[src/rtl/hlt_pkg.sv]
package hlt_pkg;

    localparam int ENTRIES  = 32;
    localparam int IDX_W    = (ENTRIES > 1) ? $clog2(ENTRIES) : 1;
    localparam int CNT_W    = $clog2(ENTRIES + 1);
    localparam int PORT_W   = 16;
    localparam int SECS_W   = 16;
    localparam int TIMER_W  = 17;
    localparam int OP_W     = 2;
    localparam int KIND_W   = 2;
    localparam int STATUS_W = 2;
    localparam int SLOT_W   = 5;
    localparam int RCNT_W   = 6;
    localparam int QDEPTH   = 2;
    localparam int QPTR_W   = (QDEPTH > 1) ? $clog2(QDEPTH) : 1;
    localparam int QCNT_W   = $clog2(QDEPTH + 1);

    localparam logic [OP_W-1:0] OP_HEARTBEAT = 2'd0;
    localparam logic [OP_W-1:0] OP_TICK      = 2'd1;
    localparam logic [OP_W-1:0] OP_RELAY     = 2'd2;
    localparam logic [OP_W-1:0] OP_UNUSED    = 2'd3;

    localparam logic [KIND_W-1:0] KIND_HB    = 2'd0;
    localparam logic [KIND_W-1:0] KIND_DEST  = 2'd1;
    localparam logic [KIND_W-1:0] KIND_EMPTY = 2'd2;

    localparam logic [STATUS_W-1:0] STAT_REFRESH = 2'd0;
    localparam logic [STATUS_W-1:0] STAT_NEW     = 2'd1;
    localparam logic [STATUS_W-1:0] STAT_FULL    = 2'd2;

    typedef logic [IDX_W-1:0] t_idx;

    typedef struct packed {
        logic [OP_W-1:0]   op;
        logic [PORT_W-1:0] port;
        logic [SECS_W-1:0] secs;
    } t_cmd;

    typedef struct packed {
        logic push;
        t_cmd cmd;
    } t_push;

    typedef struct packed {
        logic found;
        t_idx idx;
    } t_find;

    // lowest set bit
    function automatic t_find first_set(input logic [ENTRIES-1:0] v);
        t_find f;
        f.found = 1'b0;
        f.idx   = '0;
        for (int i = ENTRIES - 1; i >= 0; i--) begin
            if (v[i]) begin
                f.found = 1'b1;
                f.idx   = IDX_W'(i);
            end
        end
        return f;
    endfunction

    // bits strictly above idx
    function automatic logic [ENTRIES-1:0] above_mask(input t_idx idx);
        logic [ENTRIES-1:0] m;
        for (int i = 0; i < ENTRIES; i++) begin
            m[i] = (i > int'(idx));
        end
        return m;
    endfunction

endpackage

[src/rtl/hlt_ram.sv]
module hlt_ram #(
    parameter int WIDTH = 16,
    parameter int DEPTH = 32,
    localparam int AW = (DEPTH > 1) ? $clog2(DEPTH) : 1
) (
    input  logic             i_clk,
    input  logic             i_we,
    input  logic [AW-1:0]    i_waddr,
    input  logic [WIDTH-1:0] i_wdata,
    input  logic             i_re,
    input  logic [AW-1:0]    i_raddr,
    output logic [WIDTH-1:0] o_rdata
);

    logic [WIDTH-1:0] r_mem [DEPTH];
    logic [WIDTH-1:0] r_rdata;

    always_ff @(posedge i_clk) begin
        if (i_we) begin
            r_mem[i_waddr] <= i_wdata;
        end
        if (i_re) begin
            r_rdata <= r_mem[i_raddr];
        end
    end

    assign o_rdata = r_rdata;

endmodule

[src/rtl/hlt_front.sv]
module hlt_front (
    input  logic                       i_clk,
    input  logic                       i_rst_n,
    input  logic                       i_in_valid,
    output logic                       o_in_ready,
    input  logic [hlt_pkg::OP_W-1:0]   i_operation,
    input  logic [hlt_pkg::PORT_W-1:0] i_port,
    input  logic [hlt_pkg::SECS_W-1:0] i_seconds,
    input  logic                       i_q_full,
    output hlt_pkg::t_push             o_push
);

    logic          r_vld;
    logic          n_vld;
    hlt_pkg::t_cmd r_cmd;
    logic          fwd;
    logic          take;

    // staged transaction moves on when the queue has room
    assign fwd        = r_vld && !i_q_full;
    assign o_in_ready = !r_vld || fwd;
    assign take       = i_in_valid && o_in_ready;

    always_comb begin
        n_vld = r_vld;
        if (fwd) begin
            n_vld = 1'b0;
        end
        // unused operation code is dropped here
        if (take && (i_operation != hlt_pkg::OP_UNUSED)) begin
            n_vld = 1'b1;
        end
    end

    always_ff @(posedge i_clk) begin
        if (!i_rst_n) begin
            r_vld <= 1'b0;
        end else begin
            r_vld <= n_vld;
        end
        if (take) begin
            r_cmd.op   <= i_operation;
            r_cmd.port <= i_port;
            r_cmd.secs <= i_seconds;
        end
    end

    assign o_push.push = fwd;
    assign o_push.cmd  = r_cmd;

endmodule

[src/rtl/hlt_queue.sv]
module hlt_queue (
    input  logic           i_clk,
    input  logic           i_rst_n,
    input  hlt_pkg::t_push i_push,
    output logic           o_full,
    input  logic           i_pop,
    output logic           o_vld,
    output hlt_pkg::t_cmd  o_cmd
);

    hlt_pkg::t_cmd                 r_mem [hlt_pkg::QDEPTH];
    logic [hlt_pkg::QPTR_W-1:0]    r_wp;
    logic [hlt_pkg::QPTR_W-1:0]    r_rp;
    logic [hlt_pkg::QCNT_W-1:0]    r_cnt;
    logic                          do_push;
    logic                          do_pop;

    assign o_full  = (r_cnt == hlt_pkg::QCNT_W'(hlt_pkg::QDEPTH));
    assign o_vld   = (r_cnt != '0);
    assign do_push = i_push.push && !o_full;
    assign do_pop  = i_pop && o_vld;
    assign o_cmd   = r_mem[r_rp];

    function automatic logic [hlt_pkg::QPTR_W-1:0] ptr_inc(
        input logic [hlt_pkg::QPTR_W-1:0] p
    );
        logic [hlt_pkg::QPTR_W-1:0] q;
        if (p == hlt_pkg::QPTR_W'(hlt_pkg::QDEPTH - 1)) begin
            q = '0;
        end else begin
            q = p + 1'b1;
        end
        return q;
    endfunction

    always_ff @(posedge i_clk) begin
        if (!i_rst_n) begin
            r_wp  <= '0;
            r_rp  <= '0;
            r_cnt <= '0;
        end else begin
            if (do_push) begin
                r_wp <= ptr_inc(r_wp);
            end
            if (do_pop) begin
                r_rp <= ptr_inc(r_rp);
            end
            if (do_push && !do_pop) begin
                r_cnt <= r_cnt + 1'b1;
            end else if (!do_push && do_pop) begin
                r_cnt <= r_cnt - 1'b1;
            end
        end
        if (do_push) begin
            r_mem[r_wp] <= i_push.cmd;
        end
    end

endmodule

[src/rtl/hlt_back.sv]
module hlt_back (
    input  logic                         i_clk,
    input  logic                         i_rst_n,
    input  logic                         i_q_vld,
    input  hlt_pkg::t_cmd                i_q_cmd,
    output logic                         o_q_pop,
    output logic                         o_out_valid,
    input  logic                         i_out_ready,
    output logic [hlt_pkg::KIND_W-1:0]   o_kind,
    output logic [hlt_pkg::STATUS_W-1:0] o_status,
    output logic [hlt_pkg::SLOT_W-1:0]   o_slot,
    output logic [hlt_pkg::PORT_W-1:0]   o_dest_port,
    output logic [hlt_pkg::RCNT_W-1:0]   o_relay_count,
    output logic                         o_last
);

    localparam logic [3:0] S_IDLE     = 4'd0;
    localparam logic [3:0] S_HB_RD    = 4'd1;
    localparam logic [3:0] S_HB_EV    = 4'd2;
    localparam logic [3:0] S_HB_OUT   = 4'd3;
    localparam logic [3:0] S_TK_RD    = 4'd4;
    localparam logic [3:0] S_TK_EV    = 4'd5;
    localparam logic [3:0] S_RL_RD    = 4'd6;
    localparam logic [3:0] S_RL_EV    = 4'd7;
    localparam logic [3:0] S_RL_EMPTY = 4'd8;

    logic [3:0]                     r_state, n_state;
    hlt_pkg::t_idx                  r_idx, n_idx;
    hlt_pkg::t_idx                  r_hit, n_hit;
    logic [hlt_pkg::STATUS_W-1:0]   r_status, n_status;
    logic [hlt_pkg::CNT_W-1:0]      r_cnt, n_cnt;
    hlt_pkg::t_cmd                  r_cmd, n_cmd;
    logic [hlt_pkg::ENTRIES-1:0]    r_alive, n_alive;
    logic [hlt_pkg::ENTRIES-1:0]    r_pv, n_pv;

    logic                           r_out_vld;
    logic [hlt_pkg::KIND_W-1:0]     r_out_kind, n_out_kind;
    logic [hlt_pkg::STATUS_W-1:0]   r_out_status, n_out_status;
    hlt_pkg::t_idx                  r_out_slot, n_out_slot;
    logic [hlt_pkg::PORT_W-1:0]     r_out_port, n_out_port;
    logic [hlt_pkg::CNT_W-1:0]      r_out_cnt, n_out_cnt;
    logic                           r_out_last, n_out_last;
    logic                           load;
    logic                           out_free;

    logic                           rd_en;
    logic                           pwe;
    logic                           twe;
    hlt_pkg::t_idx                  t_waddr;
    logic [hlt_pkg::TIMER_W-1:0]    t_wdata;
    logic [hlt_pkg::PORT_W-1:0]     p_rdata;
    logic [hlt_pkg::TIMER_W-1:0]    t_rdata;
    logic [hlt_pkg::PORT_W-1:0]     port_eff;
    logic [hlt_pkg::TIMER_W-1:0]    secs_ext;

    hlt_pkg::t_find                 f_alive;
    hlt_pkg::t_find                 f_dead;
    hlt_pkg::t_find                 f_next;

    hlt_ram #(.WIDTH(hlt_pkg::PORT_W), .DEPTH(hlt_pkg::ENTRIES)) u_port_ram (
        .i_clk   (i_clk),
        .i_we    (pwe),
        .i_waddr (r_hit),
        .i_wdata (r_cmd.port),
        .i_re    (rd_en),
        .i_raddr (r_idx),
        .o_rdata (p_rdata)
    );

    hlt_ram #(.WIDTH(hlt_pkg::TIMER_W), .DEPTH(hlt_pkg::ENTRIES)) u_timer_ram (
        .i_clk   (i_clk),
        .i_we    (twe),
        .i_waddr (t_waddr),
        .i_wdata (t_wdata),
        .i_re    (rd_en),
        .i_raddr (r_idx),
        .o_rdata (t_rdata)
    );

    assign out_free = !r_out_vld || i_out_ready;
    // a port never written reads as zero
    assign port_eff = r_pv[r_idx] ? p_rdata : '0;
    assign secs_ext = {1'b0, r_cmd.secs};
    assign f_alive  = hlt_pkg::first_set(r_alive);
    assign f_dead   = hlt_pkg::first_set(~r_alive);
    assign f_next   = hlt_pkg::first_set(r_alive & hlt_pkg::above_mask(r_idx));

    always_comb begin
        n_state      = r_state;
        n_idx        = r_idx;
        n_hit        = r_hit;
        n_status     = r_status;
        n_cnt        = r_cnt;
        n_cmd        = r_cmd;
        n_alive      = r_alive;
        n_pv         = r_pv;
        o_q_pop      = 1'b0;
        rd_en        = 1'b0;
        pwe          = 1'b0;
        twe          = 1'b0;
        t_waddr      = r_idx;
        t_wdata      = '0;
        load         = 1'b0;
        n_out_kind   = r_out_kind;
        n_out_status = r_out_status;
        n_out_slot   = r_out_slot;
        n_out_port   = r_out_port;
        n_out_cnt    = r_out_cnt;
        n_out_last   = r_out_last;

        case (r_state)
            S_IDLE: begin
                if (i_q_vld) begin
                    o_q_pop = 1'b1;
                    n_cmd   = i_q_cmd;
                    n_cnt   = '0;
                    case (i_q_cmd.op)
                        hlt_pkg::OP_HEARTBEAT: begin
                            n_idx   = '0;
                            n_state = S_HB_RD;
                        end
                        hlt_pkg::OP_TICK: begin
                            if (f_alive.found) begin
                                n_idx   = f_alive.idx;
                                n_state = S_TK_RD;
                            end
                        end
                        hlt_pkg::OP_RELAY: begin
                            if (f_alive.found) begin
                                n_idx   = f_alive.idx;
                                n_state = S_RL_RD;
                            end else begin
                                n_state = S_RL_EMPTY;
                            end
                        end
                        default: begin
                            n_state = S_IDLE;
                        end
                    endcase
                end
            end
            S_HB_RD: begin
                rd_en   = 1'b1;
                n_state = S_HB_EV;
            end
            S_HB_EV: begin
                if (port_eff == r_cmd.port) begin
                    n_hit    = r_idx;
                    n_status = hlt_pkg::STAT_REFRESH;
                    n_state  = S_HB_OUT;
                end else if (r_idx == hlt_pkg::IDX_W'(hlt_pkg::ENTRIES - 1)) begin
                    n_state = S_HB_OUT;
                    if (f_dead.found) begin
                        n_hit    = f_dead.idx;
                        n_status = hlt_pkg::STAT_NEW;
                    end else begin
                        n_hit    = '0;
                        n_status = hlt_pkg::STAT_FULL;
                    end
                end else begin
                    n_idx   = r_idx + 1'b1;
                    n_state = S_HB_RD;
                end
            end
            S_HB_OUT: begin
                if (out_free) begin
                    load         = 1'b1;
                    n_out_kind   = hlt_pkg::KIND_HB;
                    n_out_status = r_status;
                    n_out_slot   = r_hit;
                    n_out_port   = '0;
                    n_out_cnt    = '0;
                    n_out_last   = 1'b1;
                    if (r_status != hlt_pkg::STAT_FULL) begin
                        pwe            = 1'b1;
                        twe            = 1'b1;
                        t_waddr        = r_hit;
                        t_wdata        = {r_cmd.secs, 1'b0};
                        n_pv[r_hit]    = 1'b1;
                        n_alive[r_hit] = 1'b1;
                    end
                    n_state = S_IDLE;
                end
            end
            S_TK_RD: begin
                rd_en   = 1'b1;
                n_state = S_TK_EV;
            end
            S_TK_EV: begin
                // zero timer is left alone
                if (t_rdata != '0) begin
                    twe = 1'b1;
                    if (secs_ext >= t_rdata) begin
                        t_wdata        = '0;
                        n_alive[r_idx] = 1'b0;
                    end else begin
                        t_wdata = t_rdata - secs_ext;
                    end
                end
                if (f_next.found) begin
                    n_idx   = f_next.idx;
                    n_state = S_TK_RD;
                end else begin
                    n_state = S_IDLE;
                end
            end
            S_RL_RD: begin
                rd_en   = 1'b1;
                n_state = S_RL_EV;
            end
            S_RL_EV: begin
                if (out_free) begin
                    load         = 1'b1;
                    n_out_kind   = hlt_pkg::KIND_DEST;
                    n_out_status = hlt_pkg::STAT_REFRESH;
                    n_out_slot   = r_idx;
                    n_out_port   = port_eff;
                    n_out_last   = !f_next.found;
                    n_out_cnt    = f_next.found ? '0 : (r_cnt + 1'b1);
                    n_cnt        = r_cnt + 1'b1;
                    if (f_next.found) begin
                        n_idx   = f_next.idx;
                        n_state = S_RL_RD;
                    end else begin
                        n_state = S_IDLE;
                    end
                end
            end
            S_RL_EMPTY: begin
                if (out_free) begin
                    load         = 1'b1;
                    n_out_kind   = hlt_pkg::KIND_EMPTY;
                    n_out_status = hlt_pkg::STAT_REFRESH;
                    n_out_slot   = '0;
                    n_out_port   = '0;
                    n_out_cnt    = '0;
                    n_out_last   = 1'b1;
                    n_state      = S_IDLE;
                end
            end
            default: begin
                n_state = S_IDLE;
            end
        endcase
    end

    always_ff @(posedge i_clk) begin
        if (!i_rst_n) begin
            r_state   <= S_IDLE;
            r_alive   <= '0;
            r_pv      <= '0;
            r_out_vld <= 1'b0;
        end else begin
            r_state <= n_state;
            r_alive <= n_alive;
            r_pv    <= n_pv;
            if (load) begin
                r_out_vld <= 1'b1;
            end else if (i_out_ready) begin
                r_out_vld <= 1'b0;
            end
        end
        r_idx        <= n_idx;
        r_hit        <= n_hit;
        r_status     <= n_status;
        r_cnt        <= n_cnt;
        r_cmd        <= n_cmd;
        r_out_kind   <= n_out_kind;
        r_out_status <= n_out_status;
        r_out_slot   <= n_out_slot;
        r_out_port   <= n_out_port;
        r_out_cnt    <= n_out_cnt;
        r_out_last   <= n_out_last;
    end

    assign o_out_valid   = r_out_vld;
    assign o_kind        = r_out_kind;
    assign o_status      = r_out_status;
    assign o_slot        = hlt_pkg::SLOT_W'(r_out_slot);
    assign o_dest_port   = r_out_port;
    assign o_relay_count = hlt_pkg::RCNT_W'(r_out_cnt);
    assign o_last        = r_out_last;

`ifndef ASSERT_OFF
    a_alive_has_port: assert property (@(posedge i_clk) disable iff (!i_rst_n)
        (r_alive & ~r_pv) == '0)
        else $error("alive slot without a written port");

    a_relay_lists_alive: assert property (@(posedge i_clk) disable iff (!i_rst_n)
        (r_state == S_RL_EV && out_free) |-> r_alive[r_idx])
        else $error("relay listed a dead slot");

    a_hb_starts_scan: assert property (@(posedge i_clk) disable iff (!i_rst_n)
        (r_state == S_IDLE && i_q_vld && i_q_cmd.op == hlt_pkg::OP_HEARTBEAT)
        |=> (r_state == S_HB_RD && r_idx == '0))
        else $error("heartbeat did not start its scan at slot zero");

    a_non_last_is_relay: assert property (@(posedge i_clk) disable iff (!i_rst_n)
        (r_out_vld && !r_out_last) |-> (r_out_kind == hlt_pkg::KIND_DEST))
        else $error("non-final result that is not a relay destination");
`endif

endmodule

[src/rtl/heartbeat_liveness_table.sv]
// Keepalive table of hlt_pkg::ENTRIES port slots, each with a 17-bit countdown
// timer and an alive mark, empty after reset (per-slot valid bits, no clearing
// pass). Operation 0 (heartbeat) refreshes the lowest slot whose port matches,
// else takes the lowest dead slot, loading twice the interval; it answers with
// one result (status refreshed, new or table full). Operation 1 (tick) takes
// the elapsed seconds from every alive slot with a nonzero timer and gives no
// result. Operation 2 (relay) lists every alive slot in index order, with the
// count on the last result, or one empty result. Code 3 is dropped. Port and
// timer live in single-read-port RAMs, so every visited slot passes a read
// state and then an evaluation state; the port scan of a heartbeat stops at
// the first match, and a heartbeat and a relay also wait on the result side.
// A two-deep queue buffers transactions in front of the table.
module heartbeat_liveness_table (
    input  logic                         i_clk,
    input  logic                         i_rst_n,
    input  logic                         i_in_valid,
    output logic                         o_in_ready,
    input  logic [hlt_pkg::OP_W-1:0]     i_operation,
    input  logic [hlt_pkg::PORT_W-1:0]   i_port,
    input  logic [hlt_pkg::SECS_W-1:0]   i_seconds,
    output logic                         o_out_valid,
    input  logic                         i_out_ready,
    output logic [hlt_pkg::KIND_W-1:0]   o_kind,
    output logic [hlt_pkg::STATUS_W-1:0] o_status,
    output logic [hlt_pkg::SLOT_W-1:0]   o_slot,
    output logic [hlt_pkg::PORT_W-1:0]   o_dest_port,
    output logic [hlt_pkg::RCNT_W-1:0]   o_relay_count,
    output logic                         o_last
);

    hlt_pkg::t_push push;
    logic           q_full;
    logic           q_vld;
    logic           q_pop;
    hlt_pkg::t_cmd  q_cmd;

    hlt_front u_front (
        .i_clk       (i_clk),
        .i_rst_n     (i_rst_n),
        .i_in_valid  (i_in_valid),
        .o_in_ready  (o_in_ready),
        .i_operation (i_operation),
        .i_port      (i_port),
        .i_seconds   (i_seconds),
        .i_q_full    (q_full),
        .o_push      (push)
    );

    hlt_queue u_queue (
        .i_clk   (i_clk),
        .i_rst_n (i_rst_n),
        .i_push  (push),
        .o_full  (q_full),
        .i_pop   (q_pop),
        .o_vld   (q_vld),
        .o_cmd   (q_cmd)
    );

    hlt_back u_back (
        .i_clk         (i_clk),
        .i_rst_n       (i_rst_n),
        .i_q_vld       (q_vld),
        .i_q_cmd       (q_cmd),
        .o_q_pop       (q_pop),
        .o_out_valid   (o_out_valid),
        .i_out_ready   (i_out_ready),
        .o_kind        (o_kind),
        .o_status      (o_status),
        .o_slot        (o_slot),
        .o_dest_port   (o_dest_port),
        .o_relay_count (o_relay_count),
        .o_last        (o_last)
    );

endmodule
[config.mk]
export PLATFORM = sky130hd
export DESIGN_NAME = heartbeat_liveness_table
export DESIGN_NICKNAME = d
export VERILOG_FILES = /design/src/rtl/hlt_pkg.sv /design/src/rtl/hlt_ram.sv /design/src/rtl/hlt_front.sv /design/src/rtl/hlt_queue.sv /design/src/rtl/hlt_back.sv /design/src/rtl/heartbeat_liveness_table.sv
export SDC_FILE = /design/constraint.sdc
export NUM_CORES = 2
export LEC_CHECK = 0
export BUFFER_PORTS_ARGS = -buffer_cell sky130_fd_sc_hd__buf_2
export CORE_MARGIN = 2
export CORE_UTILIZATION = 40
export CTS_BUF_LIST = sky130_fd_sc_hd__clkbuf_16
export DETAILED_ROUTE_END_ITERATION = 6
export PLACE_DENSITY = 0.56
export SYNTH_ARGS = -nofsm -noshare
export SYNTH_HDL_FRONTEND = slang
export SYNTH_SLANG_ARGS = --single-unit
[constraint.sdc]
create_clock -name i_clk -period 8 [get_ports i_clk]
set_input_delay 0.4 -clock i_clk [delete_from_list [all_inputs] [get_ports i_clk]]
set_output_delay 0.4 -clock i_clk [all_outputs]
set_load 0.02 [all_outputs]
Yosys cells after proc, flatten, opt, wreduce, memory -nomap -nowiden
Memory sizes are Yosys's and may differ from the RTL's. A register that Yosys moved wholly into a read port is not among the register bits.
Index checks and enable logic that the tools add are counted.
W data, S select, Z words.

storage, ports and cells
  bits in latches = 0
  RAM bits = 1124
  logic and storage cells = 339
  memory bits (read-only) = 0
  bits in registers = 190
  memories kept = 3
  input bits = 38
  output and inout port bits = 34

memory list
  memory                    words  bits a word  rd ports  clocked after memory_dff  wr ports  RTL line         RTL
  u_back.u_timer_ram.r_mem  32     17           1         1                         1         hlt_ram.sv:15    logic [WIDTH-1:0] r_mem [DEPTH];
  u_back.u_port_ram.r_mem   32     16           1         1                         1         hlt_ram.sv:15
  u_queue.r_mem             2      34           1         1                         1         hlt_queue.sv:11  hlt_pkg::t_cmd r_mem [hlt_pkg::QDEPTH];

cells by class
  bitwise logic cells = 6
  divide/modulo/power cells = 0
  reductions and logical operators = 46
  magnitude comparators = 36
  shifts and indexed selects = 0
  muxes and demuxes = 189
  equal/unequal tests = 29
  multipliers = 0
  $add $sub $neg = 7

operators by type and width
  kind                  number
  $mux W6               101
  $mux W32              4
  $gt A5 B5 Y1 const A  16
  $mux W5               15
  $mux W17              4
  $and A32 B32 Y32      2
  $not A32 Y32          2
  $or A32 B32 Y32       2
  $pmux W32 S2          1
  $mux W16              3
  $gt A4 B5 Y1 const A  8
  $pmux W17 S2          1
  $pmux W16 S2          1
  $pmux W4 S8           1
  $mux W1               28
  $mux W4               6
  $pmux W6 S2           2
  $gt A3 B5 Y1 const A  4
  $pmux W5 S4           1
  $mux W2               9
  $reduce_bool A2 Y1    9
  $ge A16 B17 Y1        1
  $reduce_bool A17 Y1   1
  $sub A17 B16 Y17      1
  other kinds (44)      90

Longest topological paths before layout
  depth after elaboration = 37
  depth in mapped cells = 17
  gate-level depth less buffers = 13

Modules after synthesis
From an unflattened synthesis, not the netlist that was laid out.

unflattened totals
  cells, all modules = 3634
  area, all modules = 55620.8 um2

by module, submodules not included
  module                         instances  area each (um2)  seq. area each (um2)  cells an instance
  hlt_ram at u_back.u_timer_ram  1          21907.3          16846.2               1212
  hlt_ram at u_back.u_port_ram   1          20696.1          15855.2               1143
  hlt_back                       1          9241.4           3843.7                1107
  hlt_queue                      1          2688.8           2142.1                131
  hlt_front                      1          1087.3           1041.0                41

Least setup slack after synthesis
Ideal clock, no wire load.

  path kind = flip-flop to flip-flop
  start = reg u_back.r_idx[1]
  end = reg u_back.r_state[1]
  period minus slack after synthesis = 4056 ps
  data arrival time = 3942 ps
  stages on the path, launching flop included = 18
  buffers on the path = 6
  path slack = 3944 ps
  library setup time = 115 ps
  data required time = 7885 ps
  path through = edfxtp_1 > buf_4 > buf_2 > buf_1 > clkinv_1 > clkbuf_1 > buf_1 > ha_1 > clkbuf_1 > nor3_1 > o21ai_0 > nand2_1 > nor2_1 > inv_1 > or4_4 > o211a_1 > o31a_1 > o21a_1

on the way
  word-level cells in the longest chain between the ends = 37
  elaborated cells between the ends (all ways) = 74
  those cells by class = order compare (31); eq/ne (2); mux (40); bitwise (1)

ends and longest elaborated chain
  element                   RTL line         RTL
  start: declaration        hlt_back.sv:28   hlt_pkg::t_idx r_idx, n_idx;
  start signal: assignment  hlt_back.sv:263  r_idx <= n_idx;
  $gt A5 B5 Y1              hlt_pkg.sv:67    m[i] = (i > int'(idx));
  $and A32 B32 Y32          hlt_back.sv:86   assign f_next = hlt_pkg::first_set(r_alive & hlt_pkg::above_mask(r_idx));
  $mux W6 (32 in a row)     hlt_pkg.sv:55    if (v[i]) begin
  $mux W3                   hlt_back.sv:221  if (f_next.found) begin
  $mux W4                   hlt_back.sv:212  if (out_free) begin
  $pmux W4 S8 *             hlt_back.sv:111  case (r_state)
  end signal: assignment    hlt_back.sv:254  r_state <= n_state;
  end: declaration          hlt_back.sv:27   logic [3:0] r_state, n_state;

Every way passes the cells marked *; elsewhere a longest branch is shown, timed or not. The select of a mux whose other input is x is not followed.
A chain may end at the register's enable or synchronous reset.

Worst setup path in the final report
  start = reg u_back.r_idx[0]
  end = reg u_back.r_idx[0] (enable)

on the way
  word-level cells in the longest chain between the ends = 6
  elaborated cells between the ends (all ways) = 8
  those cells by class = eq/ne (4); mux (3); reduce/logical (1)

ends and longest elaborated chain
  element                        RTL line         RTL
  $bmux W1 S5                    hlt_back.sv:82   assign port_eff = r_pv[r_idx] ? p_rdata : '0;
  $mux W1 (implied by the code)  hlt_back.sv:82
  $mux W16                       hlt_back.sv:82
  $eq A16 B16 Y1                 hlt_back.sv:147  if (port_eff == r_cmd.port) begin
  $ne A2 B2 Y1 (no line)         n/a
  $reduce_and A7 Y1 (no line) *  n/a

Marks and branches as above.

==> results.toml <==
[global_route]
grt_max_degree = 129
grt_overflow = 0
grt_usage = 0.201
grt_pass1_vias = 29000
grt_pass1_wl_um = 200000
antenna_found_initial = 2

[cts]
ctsHtreeMaxLevel = 4
clock_latency_ns = 0.76
cts_tree = "done"
cts_buffers = 138
clk_pin_slew_ns = 0.06
cts-root-buf = "clkbuf_16"
cts_resized = 0
ctsLongestPathBuffers = 3
cts.sinks = 1348

[timing]
worst_pin_slew_ns = 1.31
final_hold_viol_count = 0
min_period_ns = 4.79
holdWs_ns = 0.0927
relSlewSlack = 0.128
fin_setup_tns_ns = 0
rsz0062_at_grt = "no"
finalCritPeriodShare = 0.598
slew_violations = 0
clock_skew_ns = 0.0231
clock.fmax_ghz = 0.209
finalSetupViolCount = 0

[route]
routed_wl_um = 138000
ant_nets = 0
wl_per_cell_um = 27.5
first_iter_violations = 2786
drc_errors = 0
dr.pass1.iters = 7
vias = 28400
drt-vias-per-instance = 5.68

[synth]
ys_top_cells_by_area = "edfxtp_1, mux4_2, dfxtp_1, mux2i_1, nor2_1"
synth_edf_count = 1273
ys.flop_type = "edfxtp_1"
yosysTopAreaCellShare = 0.708
ys_seq_area_frac = 0.735
postSynthCellCount = 2932
yosysWarnings = 0
synth_nets = 2998
yosysTopAreaCell = "edfxtp_1"
syn_avg_cell_area_um2 = 18.4
syn_area_um2 = 54000
synth_cell_type_count = 80
async_reset_ff_frac = 0
ys_seq_elements = 1348

[floorplanning]
fp.coreArea_um2 = 134000
start_util = 0.404
rows = 134
dieWidth_um = 371
dieArea_um2 = 138000
chipHeight_um = 371
io_pins = 72

[worst_hold_path]
whs_path_depth = 3
hold_path_class = "input pin to flop"
hp-start = "i_out_ready"
hold_end = "u_back.o_out_valid"

[setup_path]
path_cells = "buf_4 > mux4_2 > a22oi_1 > and4_1 > or4_1 > o41ai_1 > and4_4 > o21a_4 > nor3_1"
startpoint_type = "flop"
crit_start = "u_back.r_idx[0]"
r2r_end = "u_back.r_idx[0]"
cp.arrival_ns = 5.15
crit_slowest_cell = "edfxtp_1"
critPathKind = "flop to flop"
r2r-start = "u_back.r_idx[0]"
path_depth = 9
worstPathMaxFanout = 34
cp_top_family = "simple AND/OR/NAND/NOR gates"
cp_slowest_stage_delay_ns = 0.88
ff2ff_path_depth = 9
end_kind = "flop"
reg2reg_slack_ns = 3.21
critPathRequiredTime_ns = 8.37
critPathBufInv = 1

[run]
maxCapViolCount = 0

[cells_and_area]
design_area_um2 = 61900
utilization = 0.463
final_common_cell = "edfxtp_1"
layout_common_cells = "edfxtp_1, mux4_2, clkbuf_16"
drive_gt1_frac = 0.242
fin_nets = 3190
area_delta_synth_final_pct = 14.6

[placed_design]
gp_congestion = 0.900
detailed_place_hpwl_um = 83700
port_buffers = 71
place_area_um2 = 57000

[outcome]
status = "complete, no violations"

[power]
power.density_nw_per_um2 = 296
peakVddDrop_uv = 240
cellLeakagePower_nw = 21.5
## layout make-up
cell class	count	area [µm²]
clock inverter	104	855
multi-input combinational	1369	13600
sequential	1348	39700
timing repair buffer	210	1540
clock buffer	148	3700
inverter	57	221
fill	11300	71900
antenna	1	2.50
tap	1768	2210
## metal layers
metal / global-route usage / up-vias / wire length (µm)
li1: - / 12300 / -
met1: 0.265 / 15000 / 56800
met2: 0.346 / 922 / 70500
met3: 0.0279 / 193 / 6660
met4: 0.0642 / 0 / 3880
met5: 0 / - / 0
## sequential cells by signal, indices dropped and copies added, names as in the netlist, 4 cells and up, named ones only
signal,cells
u_back.u_timer_ram.r_mem,544
u_back.u_port_ram.r_mem,512
u_queue.r_mem,68
u_front.o_push,34
u_back.r_alive,32
u_back.r_cmd,32
u_back.r_pv,32
u_back.u_timer_ram.o_rdata,17
u_back.o_dest_port,16
u_back.u_port_ram.o_rdata,16
u_back.o_relay_count,6
u_back.r_cnt,6
u_back.o_slot,5
u_back.r_hit,5
u_back.r_idx,5
u_back.r_state,4
## cells by family after synthesis
| family | share of synthesized area |
|---|---|
| xor+xnor | 0.00486 |
| flops | 0.735 |
| mux | 0.145 |
| simple gates | 0.0423 |
| buf+inv | 0.0162 |
| fa+ha+maj | 0.00662 |
| compound gates | 0.0492 |
## per-stage QoR
stage          worst slack, ns  total power, mW  std cells
2_1_floorplan             3.94             10.8       2932
3_3_place_gp              3.18             12.0       4716
3_5_place_dp              3.09             12.1       4717
4_1_cts                   3.10             18.5       5004
5_1_grt                   2.88             19.0       5004
6_report                  3.21             18.3       5005
## worst max-delay path by stage
stage                              to  slack, ns
detailed placement    u_back.r_idx[0]       3.09
global route          u_back.r_idx[0]       2.88
finish                u_back.r_idx[0]       3.21
floorplan           u_back.r_state[1]       3.94
global placement      u_back.r_idx[0]       3.18
CTS                   u_back.r_idx[0]       3.10
## timing repair
action / in CTS / in global routing
buffers inserted: 0 / 0
endpoints found under the hold margin: 35 / 0
hold buffers: 35 / 0
## synth_stat cells (all sizes together), types with 10 or more instances
library cell  number
edfxtp          1273
mux4             272
nor2             161
mux2i            134
clkbuf            97
nand2             84
o21ai             84
a21oi             78
dfxtp             75
o22ai             70
buf               61
inv               56
o21a              52
or2               35
mux2              33
and2              32
nand3             28
ha                27
nor3              27
xnor2             20
a31oi             15
nand4             15
nand2b            12
o211ai            12
a21boi            11
nor4              11
a21o              10
xor2              10
## report_power, final
| part | switching (mW) | leakage (nW) | internal (mW) |
|---|---|---|---|
| logic | 2.12 | 5.80 | 1.24 |
| registers | 0.239 | 13.3 | 8.28 |
| clock network | 2.64 | 2.33 | 3.79 |
| total | 5.00 | 21.5 | 13.3 |
## tightest hold or removal path, cell delays in order
cell and delay, ns:
buf_2 0.07, nand2b_1 0.21, a21boi_0 0.11
(Power assumes the default switching activity.)
